$ cat config.mk
export PLATFORM = sky130hd
export DESIGN_NAME = rgb_average_color_classifier
export DESIGN_NICKNAME = d
export VERILOG_FILES = /design/src/design/rgbac_pkg.sv /design/src/design/rgbac_accum.sv /design/src/design/rgbac_divide.sv /design/src/design/rgbac_classify.sv /design/src/design/rgb_average_color_classifier.sv
export SDC_FILE = /design/constraint.sdc
export NUM_CORES = 1
export LEC_CHECK = 0
export BUFFER_PORTS_ARGS = -buffer_cell sky130_fd_sc_hd__buf_2
export CORE_ASPECT_RATIO = 0.5
export CORE_MARGIN = 2
export CORE_UTILIZATION = 44
export DETAILED_ROUTE_END_ITERATION = 10
export GPL_TIMING_DRIVEN = 0
export PLACE_DENSITY = 0.66
export SLEW_MARGIN = 10
export SYNTH_ARGS = -nofsm -noshare
export SYNTH_HDL_FRONTEND = slang
export SYNTH_SLANG_ARGS = --single-unit
$ cat constraint.sdc
create_clock -name i_clk -period 6.65 [get_ports i_clk]
set_input_delay 0.665 -clock i_clk [delete_from_list [all_inputs] [get_ports i_clk]]
set_output_delay 0.665 -clock i_clk [all_outputs]
set_load 0.02 [all_outputs]
$ cat src/design/rgbac_pkg.sv
// Shared types, codes and calibration helpers for the RGB average color classifier.
package rgbac_pkg;

    localparam int SAMPLES_PER_RUN_DEF = 8;
    localparam int RAW_W  = 16;
    localparam int SUM_W  = 24;
    localparam int AVG_W  = 16;
    localparam int MASK_W = 9;
    localparam int CFG_W  = 9;

    // configuration register indexes
    localparam logic CFG_SORT_ENABLED = 1'b0;
    localparam logic CFG_LEFT_MASK    = 1'b1;

    // color codes
    localparam logic [3:0] COLOR_RED    = 4'd0;
    localparam logic [3:0] COLOR_GREEN  = 4'd1;
    localparam logic [3:0] COLOR_BLUE   = 4'd2;
    localparam logic [3:0] COLOR_BLACK  = 4'd3;
    localparam logic [3:0] COLOR_WHITE  = 4'd4;
    localparam logic [3:0] COLOR_ORANGE = 4'd5;
    localparam logic [3:0] COLOR_YELLOW = 4'd6;
    localparam logic [3:0] COLOR_PURPLE = 4'd7;
    localparam logic [3:0] COLOR_BROWN  = 4'd8;
    localparam logic [3:0] COLOR_ABSENT = 4'd9;

    // steering codes
    localparam logic [1:0] DIR_CENTER = 2'd0;
    localparam logic [1:0] DIR_LEFT   = 2'd1;
    localparam logic [1:0] DIR_RIGHT  = 2'd2;

    typedef struct packed {
        logic [RAW_W-1:0] red_raw;
        logic [RAW_W-1:0] green_raw;
        logic [RAW_W-1:0] blue_raw;
    } t_in_req;

    typedef struct packed {
        logic [3:0]       color_code;
        logic [1:0]       direction;
        logic [AVG_W-1:0] avg_red;
        logic [AVG_W-1:0] avg_green;
        logic [AVG_W-1:0] avg_blue;
        logic             sorting_active;
    } t_out_res;

    typedef struct packed {
        logic [SUM_W-1:0] red;
        logic [SUM_W-1:0] green;
        logic [SUM_W-1:0] blue;
    } t_sums;

    typedef struct packed {
        logic [AVG_W-1:0] red;
        logic [AVG_W-1:0] green;
        logic [AVG_W-1:0] blue;
    } t_avgs;

    typedef struct packed {
        logic             sort_enabled;
        logic [MASK_W-1:0] left_mask;
    } t_cfg;

    // open window: strictly between the bounds
    function automatic logic in_win(input logic [AVG_W-1:0] v,
                                    input logic [AVG_W-1:0] lo,
                                    input logic [AVG_W-1:0] hi);
        return (v > lo) && (v < hi);
    endfunction

    // first matching window in priority order
    function automatic logic [3:0] classify(input logic [AVG_W-1:0] r,
                                            input logic [AVG_W-1:0] g,
                                            input logic [AVG_W-1:0] b);
        logic [3:0] code;
        code = COLOR_ABSENT;
        if (r >= 16'd50000 && in_win(g, 16'd21000, 16'd26000)
                && in_win(b, 16'd21000, 16'd26000))
            code = COLOR_RED;
        else if (in_win(r, 16'd9000, 16'd13000) && in_win(g, 16'd31000, 16'd36500)
                && in_win(b, 16'd30000, 16'd35000))
            code = COLOR_GREEN;
        else if (in_win(r, 16'd10500, 16'd15000) && in_win(g, 16'd46000, 16'd52500)
                && b > 16'd63000)
            code = COLOR_BLUE;
        else if ((in_win(r, 16'd7000, 16'd11000) && in_win(g, 16'd12000, 16'd16500)
                    && in_win(b, 16'd17500, 16'd22000))
                || (in_win(r, 16'd5500, 16'd8500) && in_win(g, 16'd9000, 16'd12000)
                    && in_win(b, 16'd11000, 16'd15000)))
            code = COLOR_BLACK;
        else if ((r > 16'd62000 && g > 16'd64500 && b > 16'd64500)
                || (in_win(r, 16'd25000, 16'd33000) && in_win(g, 16'd33000, 16'd44000)
                    && b > 16'd50000))
            code = COLOR_WHITE;
        else if (r > 16'd57000 && in_win(g, 16'd22500, 16'd27500)
                && in_win(b, 16'd16000, 16'd23500))
            code = COLOR_ORANGE;
        else if (r > 16'd65000 && g > 16'd65000 && in_win(b, 16'd35000, 16'd39000))
            code = COLOR_YELLOW;
        else if (r > 16'd48000 && in_win(g, 16'd21000, 16'd27500)
                && in_win(b, 16'd31000, 16'd37500))
            code = COLOR_PURPLE;
        else if (in_win(r, 16'd12000, 16'd17000) && in_win(g, 16'd14000, 16'd18500)
                && in_win(b, 16'd17000, 16'd23500))
            code = COLOR_BROWN;
        return code;
    endfunction

endpackage

$ cat src/design/rgbac_accum.sv
// Sample accumulator: byte-swaps raw words, sums a run and hands off finished sums.
module rgbac_accum #(
    parameter int SAMPLES_PER_RUN = rgbac_pkg::SAMPLES_PER_RUN_DEF
) (
    input  logic               i_clk,
    input  logic               i_rst_n,
    input  logic               i_valid,
    output logic               o_ready,
    input  rgbac_pkg::t_in_req i_req,
    output logic               o_valid,
    input  logic               i_ready,
    output rgbac_pkg::t_sums   o_sums
);

    localparam int IDX_W = (SAMPLES_PER_RUN > 1) ? $clog2(SAMPLES_PER_RUN) : 1;
    localparam logic [IDX_W-1:0] LAST_IDX = IDX_W'(SAMPLES_PER_RUN - 1);
    localparam int SUM_W = rgbac_pkg::SUM_W;

    rgbac_pkg::t_sums r_sums, n_sums;
    rgbac_pkg::t_sums r_fin;
    logic [IDX_W-1:0] r_idx;
    logic             r_fin_valid;
    logic             w_accept;
    logic             w_last;

    assign o_ready  = !r_fin_valid || i_ready;
    assign w_accept = i_valid && o_ready;
    assign w_last   = (r_idx == LAST_IDX);
    assign o_valid  = r_fin_valid;
    assign o_sums   = r_fin;

    always_comb begin
        n_sums.red   = r_sums.red
                     + SUM_W'({i_req.red_raw[7:0], i_req.red_raw[15:8]});
        n_sums.green = r_sums.green
                     + SUM_W'({i_req.green_raw[7:0], i_req.green_raw[15:8]});
        n_sums.blue  = r_sums.blue
                     + SUM_W'({i_req.blue_raw[7:0], i_req.blue_raw[15:8]});
    end

    always_ff @(posedge i_clk) begin
        if (!i_rst_n) begin
            r_sums      <= '0;
            r_idx       <= '0;
            r_fin_valid <= 1'b0;
        end else begin
            if (r_fin_valid && i_ready)
                r_fin_valid <= 1'b0;
            if (w_accept) begin
                if (w_last) begin
                    r_sums      <= '0;
                    r_idx       <= '0;
                    r_fin_valid <= 1'b1;
                end else begin
                    r_sums <= n_sums;
                    r_idx  <= r_idx + 1'b1;
                end
            end
        end
    end

    always_ff @(posedge i_clk) begin
        if (w_accept && w_last)
            r_fin <= n_sums;
    end

endmodule

$ cat src/design/rgbac_divide.sv
// Constant divider: sums times a reciprocal of the run length, registered averages.
module rgbac_divide #(
    parameter int SAMPLES_PER_RUN = rgbac_pkg::SAMPLES_PER_RUN_DEF
) (
    input  logic             i_clk,
    input  logic             i_rst_n,
    input  logic             i_valid,
    output logic             o_ready,
    input  rgbac_pkg::t_sums i_sums,
    output logic             o_valid,
    input  logic             i_ready,
    output rgbac_pkg::t_avgs o_avgs
);

    localparam int SUM_W  = rgbac_pkg::SUM_W;
    localparam int AVG_W  = rgbac_pkg::AVG_W;
    localparam int MUL_W  = SUM_W + 2;
    localparam int PROD_W = SUM_W + MUL_W;
    // exact for every sum below 2**SUM_W
    localparam int SHIFT  = SUM_W + $clog2(SAMPLES_PER_RUN);
    localparam longint unsigned RECIP_L =
        ((64'd1 << SHIFT) + longint'(SAMPLES_PER_RUN) - 1) / longint'(SAMPLES_PER_RUN);
    localparam logic [MUL_W-1:0] RECIP = MUL_W'(RECIP_L);

    logic [PROD_W-1:0] w_prod_r, w_prod_g, w_prod_b;
    rgbac_pkg::t_avgs  r_avgs;
    logic              r_valid;
    logic              w_accept;

    assign o_ready  = !r_valid || i_ready;
    assign w_accept = i_valid && o_ready;
    assign o_valid  = r_valid;
    assign o_avgs   = r_avgs;

    assign w_prod_r = PROD_W'(i_sums.red)   * PROD_W'(RECIP);
    assign w_prod_g = PROD_W'(i_sums.green) * PROD_W'(RECIP);
    assign w_prod_b = PROD_W'(i_sums.blue)  * PROD_W'(RECIP);

    always_ff @(posedge i_clk) begin
        if (!i_rst_n) begin
            r_valid <= 1'b0;
        end else if (o_ready) begin
            r_valid <= i_valid;
        end
    end

    // quotient truncated to the average width
    always_ff @(posedge i_clk) begin
        if (w_accept) begin
            r_avgs.red   <= w_prod_r[SHIFT +: AVG_W];
            r_avgs.green <= w_prod_g[SHIFT +: AVG_W];
            r_avgs.blue  <= w_prod_b[SHIFT +: AVG_W];
        end
    end

endmodule

$ cat src/design/rgbac_classify.sv
// Window classifier and steering, with the result register.
module rgbac_classify (
    input  logic                i_clk,
    input  logic                i_rst_n,
    input  logic                i_valid,
    output logic                o_ready,
    input  rgbac_pkg::t_avgs    i_avgs,
    input  rgbac_pkg::t_cfg     i_cfg,
    output logic                o_valid,
    input  logic                i_ready,
    output rgbac_pkg::t_out_res o_res
);

    rgbac_pkg::t_out_res r_res, n_res;
    logic [3:0]          w_code;
    logic [rgbac_pkg::MASK_W-1:0] w_shifted;
    logic                r_valid;
    logic                w_accept;

    assign o_ready  = !r_valid || i_ready;
    assign w_accept = i_valid && o_ready;
    assign o_valid  = r_valid;
    assign o_res    = r_res;

    assign w_code    = rgbac_pkg::classify(i_avgs.red, i_avgs.green, i_avgs.blue);
    assign w_shifted = i_cfg.left_mask >> w_code;

    always_comb begin
        n_res.avg_red        = i_avgs.red;
        n_res.avg_green      = i_avgs.green;
        n_res.avg_blue       = i_avgs.blue;
        n_res.sorting_active = i_cfg.sort_enabled;
        n_res.color_code     = rgbac_pkg::COLOR_ABSENT;
        n_res.direction      = rgbac_pkg::DIR_CENTER;
        if (i_cfg.sort_enabled) begin
            n_res.color_code = w_code;
            if (w_code != rgbac_pkg::COLOR_ABSENT)
                n_res.direction = w_shifted[0] ? rgbac_pkg::DIR_LEFT : rgbac_pkg::DIR_RIGHT;
        end
    end

    always_ff @(posedge i_clk) begin
        if (!i_rst_n) begin
            r_valid <= 1'b0;
        end else if (o_ready) begin
            r_valid <= i_valid;
        end
    end

    always_ff @(posedge i_clk) begin
        if (w_accept)
            r_res <= n_res;
    end

endmodule

$ cat src/design/rgb_average_color_classifier.sv
// Top level: accumulate a run of RGB samples, average, classify and steer.
// Throughput: one sample request per cycle, sustained, while the output is taken.
// Path: after its last sample is accepted, the result of a run passes through the
// sum register, the reciprocal multiply register and the classify/result register.
// Reset (synchronous, active low) clears the sums, the sample count, both config
// registers and all stage valids; no result is pending after reset.
module rgb_average_color_classifier #(
    parameter int SAMPLES_PER_RUN = rgbac_pkg::SAMPLES_PER_RUN_DEF
) (
    input  logic                       i_clk,
    input  logic                       i_rst_n,
    input  logic                       i_in_valid,
    output logic                       o_in_ready,
    input  rgbac_pkg::t_in_req         i_in_req,
    output logic                       o_out_valid,
    input  logic                       i_out_ready,
    output rgbac_pkg::t_out_res        o_out_res,
    input  logic                       i_cfg_we,
    input  logic                       i_cfg_idx,
    input  logic [rgbac_pkg::CFG_W-1:0] i_cfg_data
);

    rgbac_pkg::t_cfg  r_cfg;
    rgbac_pkg::t_sums w_sums;
    rgbac_pkg::t_avgs w_avgs;
    logic             w_sums_valid, w_sums_ready;
    logic             w_avgs_valid, w_avgs_ready;

    always_ff @(posedge i_clk) begin
        if (!i_rst_n) begin
            r_cfg <= '0;
        end else if (i_cfg_we) begin
            case (i_cfg_idx)
                rgbac_pkg::CFG_SORT_ENABLED: r_cfg.sort_enabled <= i_cfg_data[0];
                rgbac_pkg::CFG_LEFT_MASK:    r_cfg.left_mask <= i_cfg_data[rgbac_pkg::MASK_W-1:0];
                default: ;
            endcase
        end
    end

    rgbac_accum #(
        .SAMPLES_PER_RUN(SAMPLES_PER_RUN)
    ) u_accum (
        .i_clk   (i_clk),
        .i_rst_n (i_rst_n),
        .i_valid (i_in_valid),
        .o_ready (o_in_ready),
        .i_req   (i_in_req),
        .o_valid (w_sums_valid),
        .i_ready (w_sums_ready),
        .o_sums  (w_sums)
    );

    rgbac_divide #(
        .SAMPLES_PER_RUN(SAMPLES_PER_RUN)
    ) u_divide (
        .i_clk   (i_clk),
        .i_rst_n (i_rst_n),
        .i_valid (w_sums_valid),
        .o_ready (w_sums_ready),
        .i_sums  (w_sums),
        .o_valid (w_avgs_valid),
        .i_ready (w_avgs_ready),
        .o_avgs  (w_avgs)
    );

    rgbac_classify u_classify (
        .i_clk   (i_clk),
        .i_rst_n (i_rst_n),
        .i_valid (w_avgs_valid),
        .o_ready (w_avgs_ready),
        .i_avgs  (w_avgs),
        .i_cfg   (r_cfg),
        .o_valid (o_out_valid),
        .i_ready (i_out_ready),
        .o_res   (o_out_res)
    );

endmodule

**After elaboration in Yosys (flattened, before gate mapping)**

Index checks and enable logic that the tools add are counted.

- Register bits after elaboration: 248
- Bits in latches: 0
- Bits of input ports: 63
- Output and inout bits: 57
- Memories: 0
- Word-level logic and storage cells: 157
- RAM bits: 0
- ROM bits: 0

- Shifts and indexed selects: 1
- Add/subtract/negate cells: 4
- Bitwise logic cells: 1
- $mul: 0
- Divide/modulo/power cells: 0
- Equality and inequality tests: 2
- Order comparisons: 53
- Reductions and logical operators: 60
- Multiplexer cells: 15

Operators with widths:

| operator | number |
|---|---|
| 16-bit > comparator (second input constant) | 12 |
| 16-bit by 15-bit > comparator with 1-bit output (second input constant) | 9 |
| 16-bit by 14-bit > comparator with 1-bit output (second input constant) | 8 |
| 16-bit by 15-bit less-than comparator with 1-bit output (second input constant) | 8 |
| 16-bit less-than comparator (second input constant) | 7 |
| 16-bit by 14-bit less-than comparator with 1-bit output (second input constant) | 6 |
| 24-bit by 16-bit adder with 24-bit output | 3 |
| 72-bit two-way mux | 1 |
| 1-bit logical AND | 49 |
| 16-bit by 13-bit > comparator with 1-bit output (second input constant) | 2 |
| 4-bit two-way mux | 8 |
| 16-bit >= comparator (second input constant) | 1 |
| 9-bit by 4-bit >> shifter with 1-bit output | 1 |
| 2-bit AND reduction | 3 |
| 1-bit logical OR | 5 |
| 1-bit two-way mux | 4 |
| 4-bit inequality test (second input constant) | 1 |
| 3-bit by 1-bit adder with 3-bit output (second input constant) | 1 |
| 3-bit == test (second input constant) | 1 |
| 1-bit logical NOT | 3 |
| 3-bit two-way mux | 1 |
| 2-bit two-way mux | 1 |
| 1-bit NOT | 1 |

**Longest topological paths before layout**

Gate-level depths: netlist (run 1).

- Depth after elaboration: 15
- Mapped depth: 13

**Cells and area by module**

A second synthesis (run 1) with hierarchy kept.

- Cell total of the unflattened synthesis: 1420
- Area, all modules: 14451.4 sq um

Modules (own cells, without submodules):

| module | instances | cells an instance | area each (sq um) |
|---|---|---|---|
| rgbac_accum | 1 | 755 | 7770.0 |
| rgbac_classify | 1 | 566 | 4775.8 |
| rgbac_divide | 1 | 53 | 1498.9 |
| rgb_average_color_classifier | 1 | 46 | 406.6 |

**Least setup slack after synthesis (run 1)**

OpenSTA, ideal clock, no wires.

- Kind: input-to-reg
- From: input i_out_ready
- To: register u_divide.r_avgs, in the netlist u_divide.o_avgs[0] (enable)
- Path slack: 1858 ps
- Arrival: 4265 ps
- Stages on the path: 2
- Buffers on the path: 0
- Cells stage by stage: nor2b_1 > a21boi_0

- Longest elaborated chain between the ends: 3

RTL lines:

| element | RTL line | text |
|---|---|---|
| start, declared | rgb_average_color_classifier.sv:16 | `input logic i_out_ready,` |
| 1-bit logical OR | rgbac_classify.sv:20 | `assign o_ready = !r_valid \|\| i_ready;` |
| 1-bit logical OR | rgbac_divide.sv:30 | `assign o_ready = !r_valid \|\| i_ready;` |
| 1-bit logical AND | rgbac_divide.sv:31 | `assign w_accept = i_valid && o_ready;` |
| net u_divide.w_accept | rgbac_divide.sv:28 | `logic w_accept;` |
| end, declared | rgbac_divide.sv:26 | `rgbac_pkg::t_avgs r_avgs;` |

The timed path passes the listed nets, and every way through them passes these cells.
A chain may end at the register's enable or synchronous reset.

**Final worst setup path (run 1)**

- From: register u_divide.r_avgs, in the netlist u_divide.o_avgs[13]
- To: register u_classify.r_res, in the netlist u_classify.o_res[49], data pin

- Longest elaborated chain between the ends: 14

RTL lines:

| element | RTL line | text |
|---|---|---|
| 16-bit by 15-bit > comparator with 1-bit output or 16-bit by 15-bit less-than comparator with 1-bit output (tied branches) | rgbac_pkg.sv:68 | `return (v > lo) && (v < hi);` |
| 1-bit logical AND | rgbac_pkg.sv:68 |  |
| 1-bit logical AND | rgbac_pkg.sv:104 | `&& in_win(b, 16'd17000, 16'd23500))` |
| 1-bit two-way mux | rgbac_pkg.sv:103 | `else if (in_win(r, 16'd12000, 16'd17000) && in_win(g, 16'd14000, 16'd18500)` |
| 4-bit two-way mux | rgbac_pkg.sv:100 | `else if (r > 16'd48000 && in_win(g, 16'd21000, 16'd27500)` |
| 4-bit two-way mux | rgbac_pkg.sv:98 | `else if (r > 16'd65000 && g > 16'd65000 && in_win(b, 16'd35000, 16'd39000))` |
| 4-bit two-way mux | rgbac_pkg.sv:95 | `else if (r > 16'd57000 && in_win(g, 16'd22500, 16'd27500)` |
| 4-bit two-way mux | rgbac_pkg.sv:91 | `else if ((r > 16'd62000 && g > 16'd64500 && b > 16'd64500)` |
| 4-bit two-way mux | rgbac_pkg.sv:86 | `else if ((in_win(r, 16'd7000, 16'd11000) && in_win(g, 16'd12000, 16'd16500)` |
| 4-bit two-way mux | rgbac_pkg.sv:83 | `else if (in_win(r, 16'd10500, 16'd15000) && in_win(g, 16'd46000, 16'd52500)` |
| 4-bit two-way mux | rgbac_pkg.sv:80 | `else if (in_win(r, 16'd9000, 16'd13000) && in_win(g, 16'd31000, 16'd36500)` |
| 4-bit two-way mux (*) | rgbac_pkg.sv:77 | `if (r >= 16'd50000 && in_win(g, 16'd21000, 16'd26000)` |
| 9-bit by 4-bit >> shifter with 1-bit output or 4-bit inequality test (tied branches) | rgbac_classify.sv:26, rgbac_classify.sv:37 |  |
| 2-bit two-way mux or 2-bit AND reduction (tied branches) | -- |  |
| end signal, assigned | rgbac_classify.sv:52 | `r_res <= n_res;` |
| end, declared | rgbac_classify.sv:14 | `rgbac_pkg::t_out_res r_res, n_res;` |

Mark *: on every way between the ends. The rest lies on a longest branch, timed or not.

==> results of run 1 <==
[area by class of cell]
cell class / instances / area (um^2)
buffer: 61 / 302.8
fill: 2434 / 12840
sequential: 224 / 5996
clock buffer: 28 / 561.8
inverter: 30 / 112.6
timing repair buffer: 123 / 690.7
clock inverter: 10 / 62.56
multi-input combinational: 868 / 5587
tap: 352 / 440.4
[power breakdown]
part           internal (mW)  total, mW  switching [mW]  leakage [nW]
Clock                  0.602       1.13           0.528         0.306
Combinational          0.198      0.467           0.270          2.96
Sequential              1.54       1.56          0.0263          1.96
Total                   2.34       3.16           0.824          5.23
[logic make-up (layout without fill, tap and decap cells)]
| kind of cell | count (synthesis) | after routing |
|---|---|---|
| compound gates | 301 | 301 |
| mux | 5 | 5 |
| fa+ha+maj | 53 | 53 |
| buf+inv | 91 | 252 |
| simple gates | 465 | 465 |
| flops | 224 | 224 |
| xor+xnor | 44 | 44 |
[path summary, 6_finish.rpt]
kind,cells past startpoint,to,start,slack [ns]
min,3,r_cfg[5],i_cfg_data[5],0.41
max,11,u_classify.o_res[49],u_divide.o_avgs[13],2.95
min reg2reg,0,u_divide.o_avgs[19],u_accum.o_sums[30],0.42
max reg2reg,11,u_classify.o_res[49],u_divide.o_avgs[13],2.95
[cell usage in the layout, fill, tap and decap left out, types with 23 or more instances in the layout]
cell / netlist / routed
nor3_1: 36 / 36
ha_1: 50 / 50
clkbuf_1: 36 / 42
edfxtp_1: 151 / 151
nor2_1: 122 / 122
a22oi_1: 40 / 40
and3_1: 23 / 23
o21ai_0: 50 / 50
buf_2: 15 / 134
a21oi_1: 77 / 77
nand2_1: 81 / 81
dfxtp_1: 73 / 73
xnor2_1: 31 / 31
inv_1: 27 / 26
nor4_1: 23 / 23
nand3_1: 54 / 54
[sequential cells by signal, indices dropped and copies added (netlist names)]
register	cells
r_cfg	10
u_accum.o_sums	48
u_accum.o_valid	1
u_accum.r_idx	3
u_accum.r_sums	57
u_classify.o_res	55
u_classify.o_valid	1
u_divide.o_avgs	48
u_divide.o_valid	1
[worst max-delay path, delay by kind of cell, from the launching register on]
| family | cells | cell delay [ns] |
|---|---|---|
| flops | 1 | 0.51 |
| buf+inv | 2 | 0.54 |
| compound gates | 3 | 0.77 |
| simple gates | 5 | 1.36 |
| mux | 1 | 0.29 |
[through the flow]
step,cells,utilization [%],hold WS (ns)
after global placement,1654,48.95,0.4045
after global routing,1696,51.72,0.3827
after CTS,1696,51.72,0.3861
after floorplan,1183,-,0.4003
final,1696,51.72,0.4059
after detailed placement,1658,49.37,0.4045
[metal layers]
metal / part of all wire [%] / vias up / GRT usage (%)
met4: 1.4 / 0 / 4.599
li1: - / 4757 / -
met1: 49 / 4807 / 37.10
met3: 7.3 / 48 / 3.676
met5: 0 / - / 0
met2: 42 / 409 / 35.98
==> flow_summary.yaml, run 1 <==
power:
  max-vdd-ir-drop_mv: 0.1684
  cellLeakagePower_nw: 5.231
  power.density_mw_per_mm2: 229.8
  power_mw: 3.160
synthesis:
  synth_compound_area_share_pct: 16.73
  synthTopCellsByCount: "edfxtp_1 (151), nor2_1 (122), nand2_1 (81)"
  syn_avg_cell_area_um2: 10.13
  synth_edf_count: 151
  synth_simple_gate_area_share_pct: 20.34
  synth_area_mm2: 0.01198
  synth_top_family_by_area: "simple AND/OR/NAND/NOR gates"
  seq_area_frac_synth_pct: 50.05
  syn_inst: 1183
  syn_nets: 1299
  async_flop_share_pct: 0
  yosys_warnings: 0
  synth_area_leaders: "edfxtp_1 (38%), dfxtp_1 (12%), ha_1 (5.2%)"
  synth-seq-cells: 224
  synthMuxAreaShare_pct: 0.4700
  yosys.area_share.adder_pct: 5.724
  yosysMostFrequentCell: "edfxtp_1"
  synthFlopType: "edfxtp_1"
  synth_xor_area_share_pct: 3.217
  synth.distinct_cells: 96
  synth_top_area_share_pct: 37.85
  yosysTopAreaCell: "edfxtp_1"
setup_path:
  crit_path_cell_trace: "clkbuf_1 -> nand4_1 -> a211oi_1 -> o21ai_1 -> nor4b_2 -> nor2_1 -> and3_1 -> buf_6 -> mux2_4 -> a211o_1 -> and4b_1"
  end_kind: "flip-flop"
  cp_max_fo: 10
  critPathLaunchType: "flip-flop"
  crit_slowest_cell: "nor4b_2"
  worstSetupPathType: "reg2reg"
  crit_path_max_incr_delay_ns: 0.59
  cp.required_ns: 6.92
  arrival_ns: 3.98
cts:
  cts_tree: "built"
  clk_pin_slew_ns: 0.07
  numCtsBuffers: 21
  clk_path_buf_depth: 3
  cts.sinks: 224
  root_buffer: "clkbuf_16"
  post_cts_resized: 0
  worstSkewPairLatency_ns: 0.52
  h-tree-depth: 1
  post-cts-setup-buffers: 0
  holdBufCountCts: 0
place:
  place.gp.congestion: 0.9487
  place_hpwl_um: 26310
  numPortBuffers: 119
  dp_slack_ns: 2.913
  place_area_mm2: 0.01313
timing:
  setup_ws_ns: 2.948
  finalHoldViolCount: 0
  rsz0062_at_grt: "no"
  fin_skew_ns: 0.008011
  period_share_pct: 55.67
  tns_ns: 0
  worstMarginPinSlew_ns: 0.8800
  maxSlewViolCount: 0
  timing.final.crit_period_ns: 3.702
  slew_headroom_pct: 39.82
  setup_viol: 0
  fmax_mhz: 270.1
floorplanning:
  coreArea_mm2: 0.02659
  core.rowCount: 42
  dieArea_mm2: 0.02864
  start_util_pct: 45.05
  die_h_um: 120.7
  die_w_um: 237.3
  ioPinCount: 120
global_route:
  grt_max_degree: 35
  grt_pass1_wl_um: 53900
  grt_usage_pct: 24.13
  antenna_found_initial: 1
  grt_pass1_vias: 9658
  overflow: 0
final_layout:
  drive_gt1_share_pct: 15.33
  final_area_mm2: 0.01375
  area_delta_synth_final_pct: 14.81
  layout.nets: 1445
  n_antenna_cell: 0
route:
  dr.pass1.iters: 6
  viasPerCell: 5.909
  drtIter0Drc: 1146
  routed_wl_um: 34460
  ant_nets: 0
  wl_per_cell_um: 20.32
  drc: 0
  vias: 10020
run:
  cap_violations: 0
outcome:
  status: "finished clean"
worst_hold_path:
  worst_hold_path_type: "in2reg"
(Power assumes the default switching activity.)
==> run 2: changes to the inputs <==
--- a/config.mk
+++ b/config.mk
@@ -11,7 +11,7 @@
 export CORE_UTILIZATION = 44
 export DETAILED_ROUTE_END_ITERATION = 10
 export GPL_TIMING_DRIVEN = 0
-export PLACE_DENSITY = 0.66
+export PLACE_DENSITY = 0.69
 export SLEW_MARGIN = 10
 export SYNTH_ARGS = -nofsm -noshare
 export SYNTH_HDL_FRONTEND = slang
==> constraint.sdc (replaced) <==
create_clock -name i_clk -period 3.15 [get_ports i_clk]
set_input_delay 0.315 -clock i_clk [delete_from_list [all_inputs] [get_ports i_clk]]
set_output_delay 0.315 -clock i_clk [all_outputs]
set_load 0.02 [all_outputs]
==> flow_summary.yaml, run 2 (synthesis results as in run 1) <==
setup_path:
  r2r-start: "u_divide.o_avgs[30]"
  worstSetupPathType: "reg2reg"
  crit_start: "u_divide.o_avgs[30]"
  arrival_ns: 3.52
  ff2ff_path_depth: 10
  cp_max_fo: 10
  cp.required_ns: 3.43
  end_kind: "flip-flop"
  critPathLaunchType: "flip-flop"
final_layout:
  final_cells: 1759
  regMostFlops: "u_accum.r_sums"
  layout.nets: 1507
  largest_reg_flops: 57
  layout_common_cells: "edfxtp_1 (151), buf_2 (131), nor2_1 (114)"
  area_delta_synth_final_pct: 23.20
  fill_cells: 2331
  drive_gt1_share_pct: 24.68
  final_common_cell: "edfxtp_1"
route:
  viasPerCell: 5.912
  dr.pass1.iters: 8
  drc: 0
  ant_nets: 0
  wl_per_cell_um: 20.78
  vias: 10400
  routed_wl_um: 36550
  drtIter0Drc: 1235
cts:
  cts_tree: "built"
  holdBufCountCts: 0
  h-tree-depth: 1
  worstSkewPairLatency_ns: 0.53
  clk_path_buf_depth: 3
  clk_pin_slew_ns: 0.07
  cts.sinks: 224
  root_buffer: "clkbuf_16"
  numCtsBuffers: 21
global_route:
  overflow: 0
  grt_pass1_vias: 9668
  grt_usage_pct: 24.89
  antenna_found_initial: 2
  grt_pass1_wl_um: 55260
  grt_max_degree: 34
power:
  max-vdd-ir-drop_mv: 0.3389
  power.density_mw_per_mm2: 473.0
  power_mw: 6.981
  cellLeakagePower_nw: 5.688
timing:
  period_share_pct: 102.9
  setup_ws_ns: -0.09105
  timing.final.crit_period_ns: 3.241
  worstMarginPinSlew_ns: 0.8448
  slew_headroom_pct: 43.56
  setup_viol: 2
  fmax_mhz: 308.5
  rsz0062_at_grt: "yes"
  maxSlewViolCount: 0
  fin_skew_ns: 0.01426
  finalHoldViolCount: 0
worst_hold_path:
  hold_depth: 3
  hold_start: "i_cfg_data[1]"
  worst_hold_path_type: "in2reg"
floorplanning:
  core.rowCount: 42
  ioPinCount: 120
  start_util_pct: 45.05
  die_w_um: 237.3
  dieArea_mm2: 0.02864
  die_h_um: 120.7
  coreArea_mm2: 0.02659
place:
  place_inst: 1658
  place.gp.congestion: 0.9808
  numPortBuffers: 119
  place_hpwl_um: 26830
run:
  cap_violations: 0
outcome:
  status: "complete, but fails checks"
  violations: "setup timing"
## run 2: area by class of cell
type                       count  area (um^2)  area share [%]
sequential                   224         5996           40.63
timing repair buffer         188         1190           8.063
antenna                        1        2.502         0.01696
clock buffer                  22        529.3           3.586
inverter                      30        112.6          0.7630
buffer                        58        321.6           2.179
multi-input combinational    868         5992           40.60
clock inverter                16        173.9           1.178
tap                          352        440.4           2.984
## run 2: power by group
group | internal (mW) | leakage (nW) | switching, mW | total [mW]
clock network | 1.49 | 0.344 | 1.17 | 2.65
registers | 3.24 | 1.96 | 0.0578 | 3.30
logic | 0.440 | 3.38 | 0.585 | 1.02
## run 2: worst paths after layout
path | to | slack, ns
max | u_classify.o_res[49] | -0.09
min reg2reg | u_divide.o_avgs[3] | 0.42
min | r_cfg[1] | 0.05
max reg2reg | u_classify.o_res[49] | -0.09
## run 2: timing repair
item                       in CTS  in global routing
pin swaps                      10                 30
setup buffers                  33                 32
setup endpoints to repair       8                 15
gates resized for setup        40                 84
cloned                          0                  0
## run 2: routing by layer
layer / vias to the layer above / global-route usage [%] / part of all wire, %
li1: 4894 / - / -
met1: 5051 / 37.45 / 47
met2: 400 / 37.81 / 44
met3: 52 / 4.201 / 7.5
met4: 2 / 4.796 / 1.6
met5: - / 0 / 0.036
## run 2: worst max-delay path: stages (launching register included)
cell      delay, ns
edfxtp_1       0.37
buf_6          0.16
clkbuf_1       0.21
or3_1          0.47
a311oi_1       0.40
or4_4          0.22
o211ai_1       0.14
buf_4          0.19
or3_4          0.39
a211o_1        0.25
and4b_1        0.18
## run 2: metrics by stage
step | setup WS, ns | setup TNS (ns) | area [um^2] | utilization [%] | hold slack (ns)
floorplan | 0.1406 | 0 | 11990 | - | 0.4003
global placement | -0.5486 | -14.52 | 13020 | 48.97 | 0.4003
detailed placement | -0.4730 | -1.647 | 13130 | 49.37 | 0.4045
CTS | -0.06057 | -0.06057 | 14230 | 53.51 | 0.02444
global route | -0.1487 | -0.2304 | 14760 | 55.50 | 0.02596
finish | -0.09105 | -0.1070 | 14760 | 55.50 | 0.04640
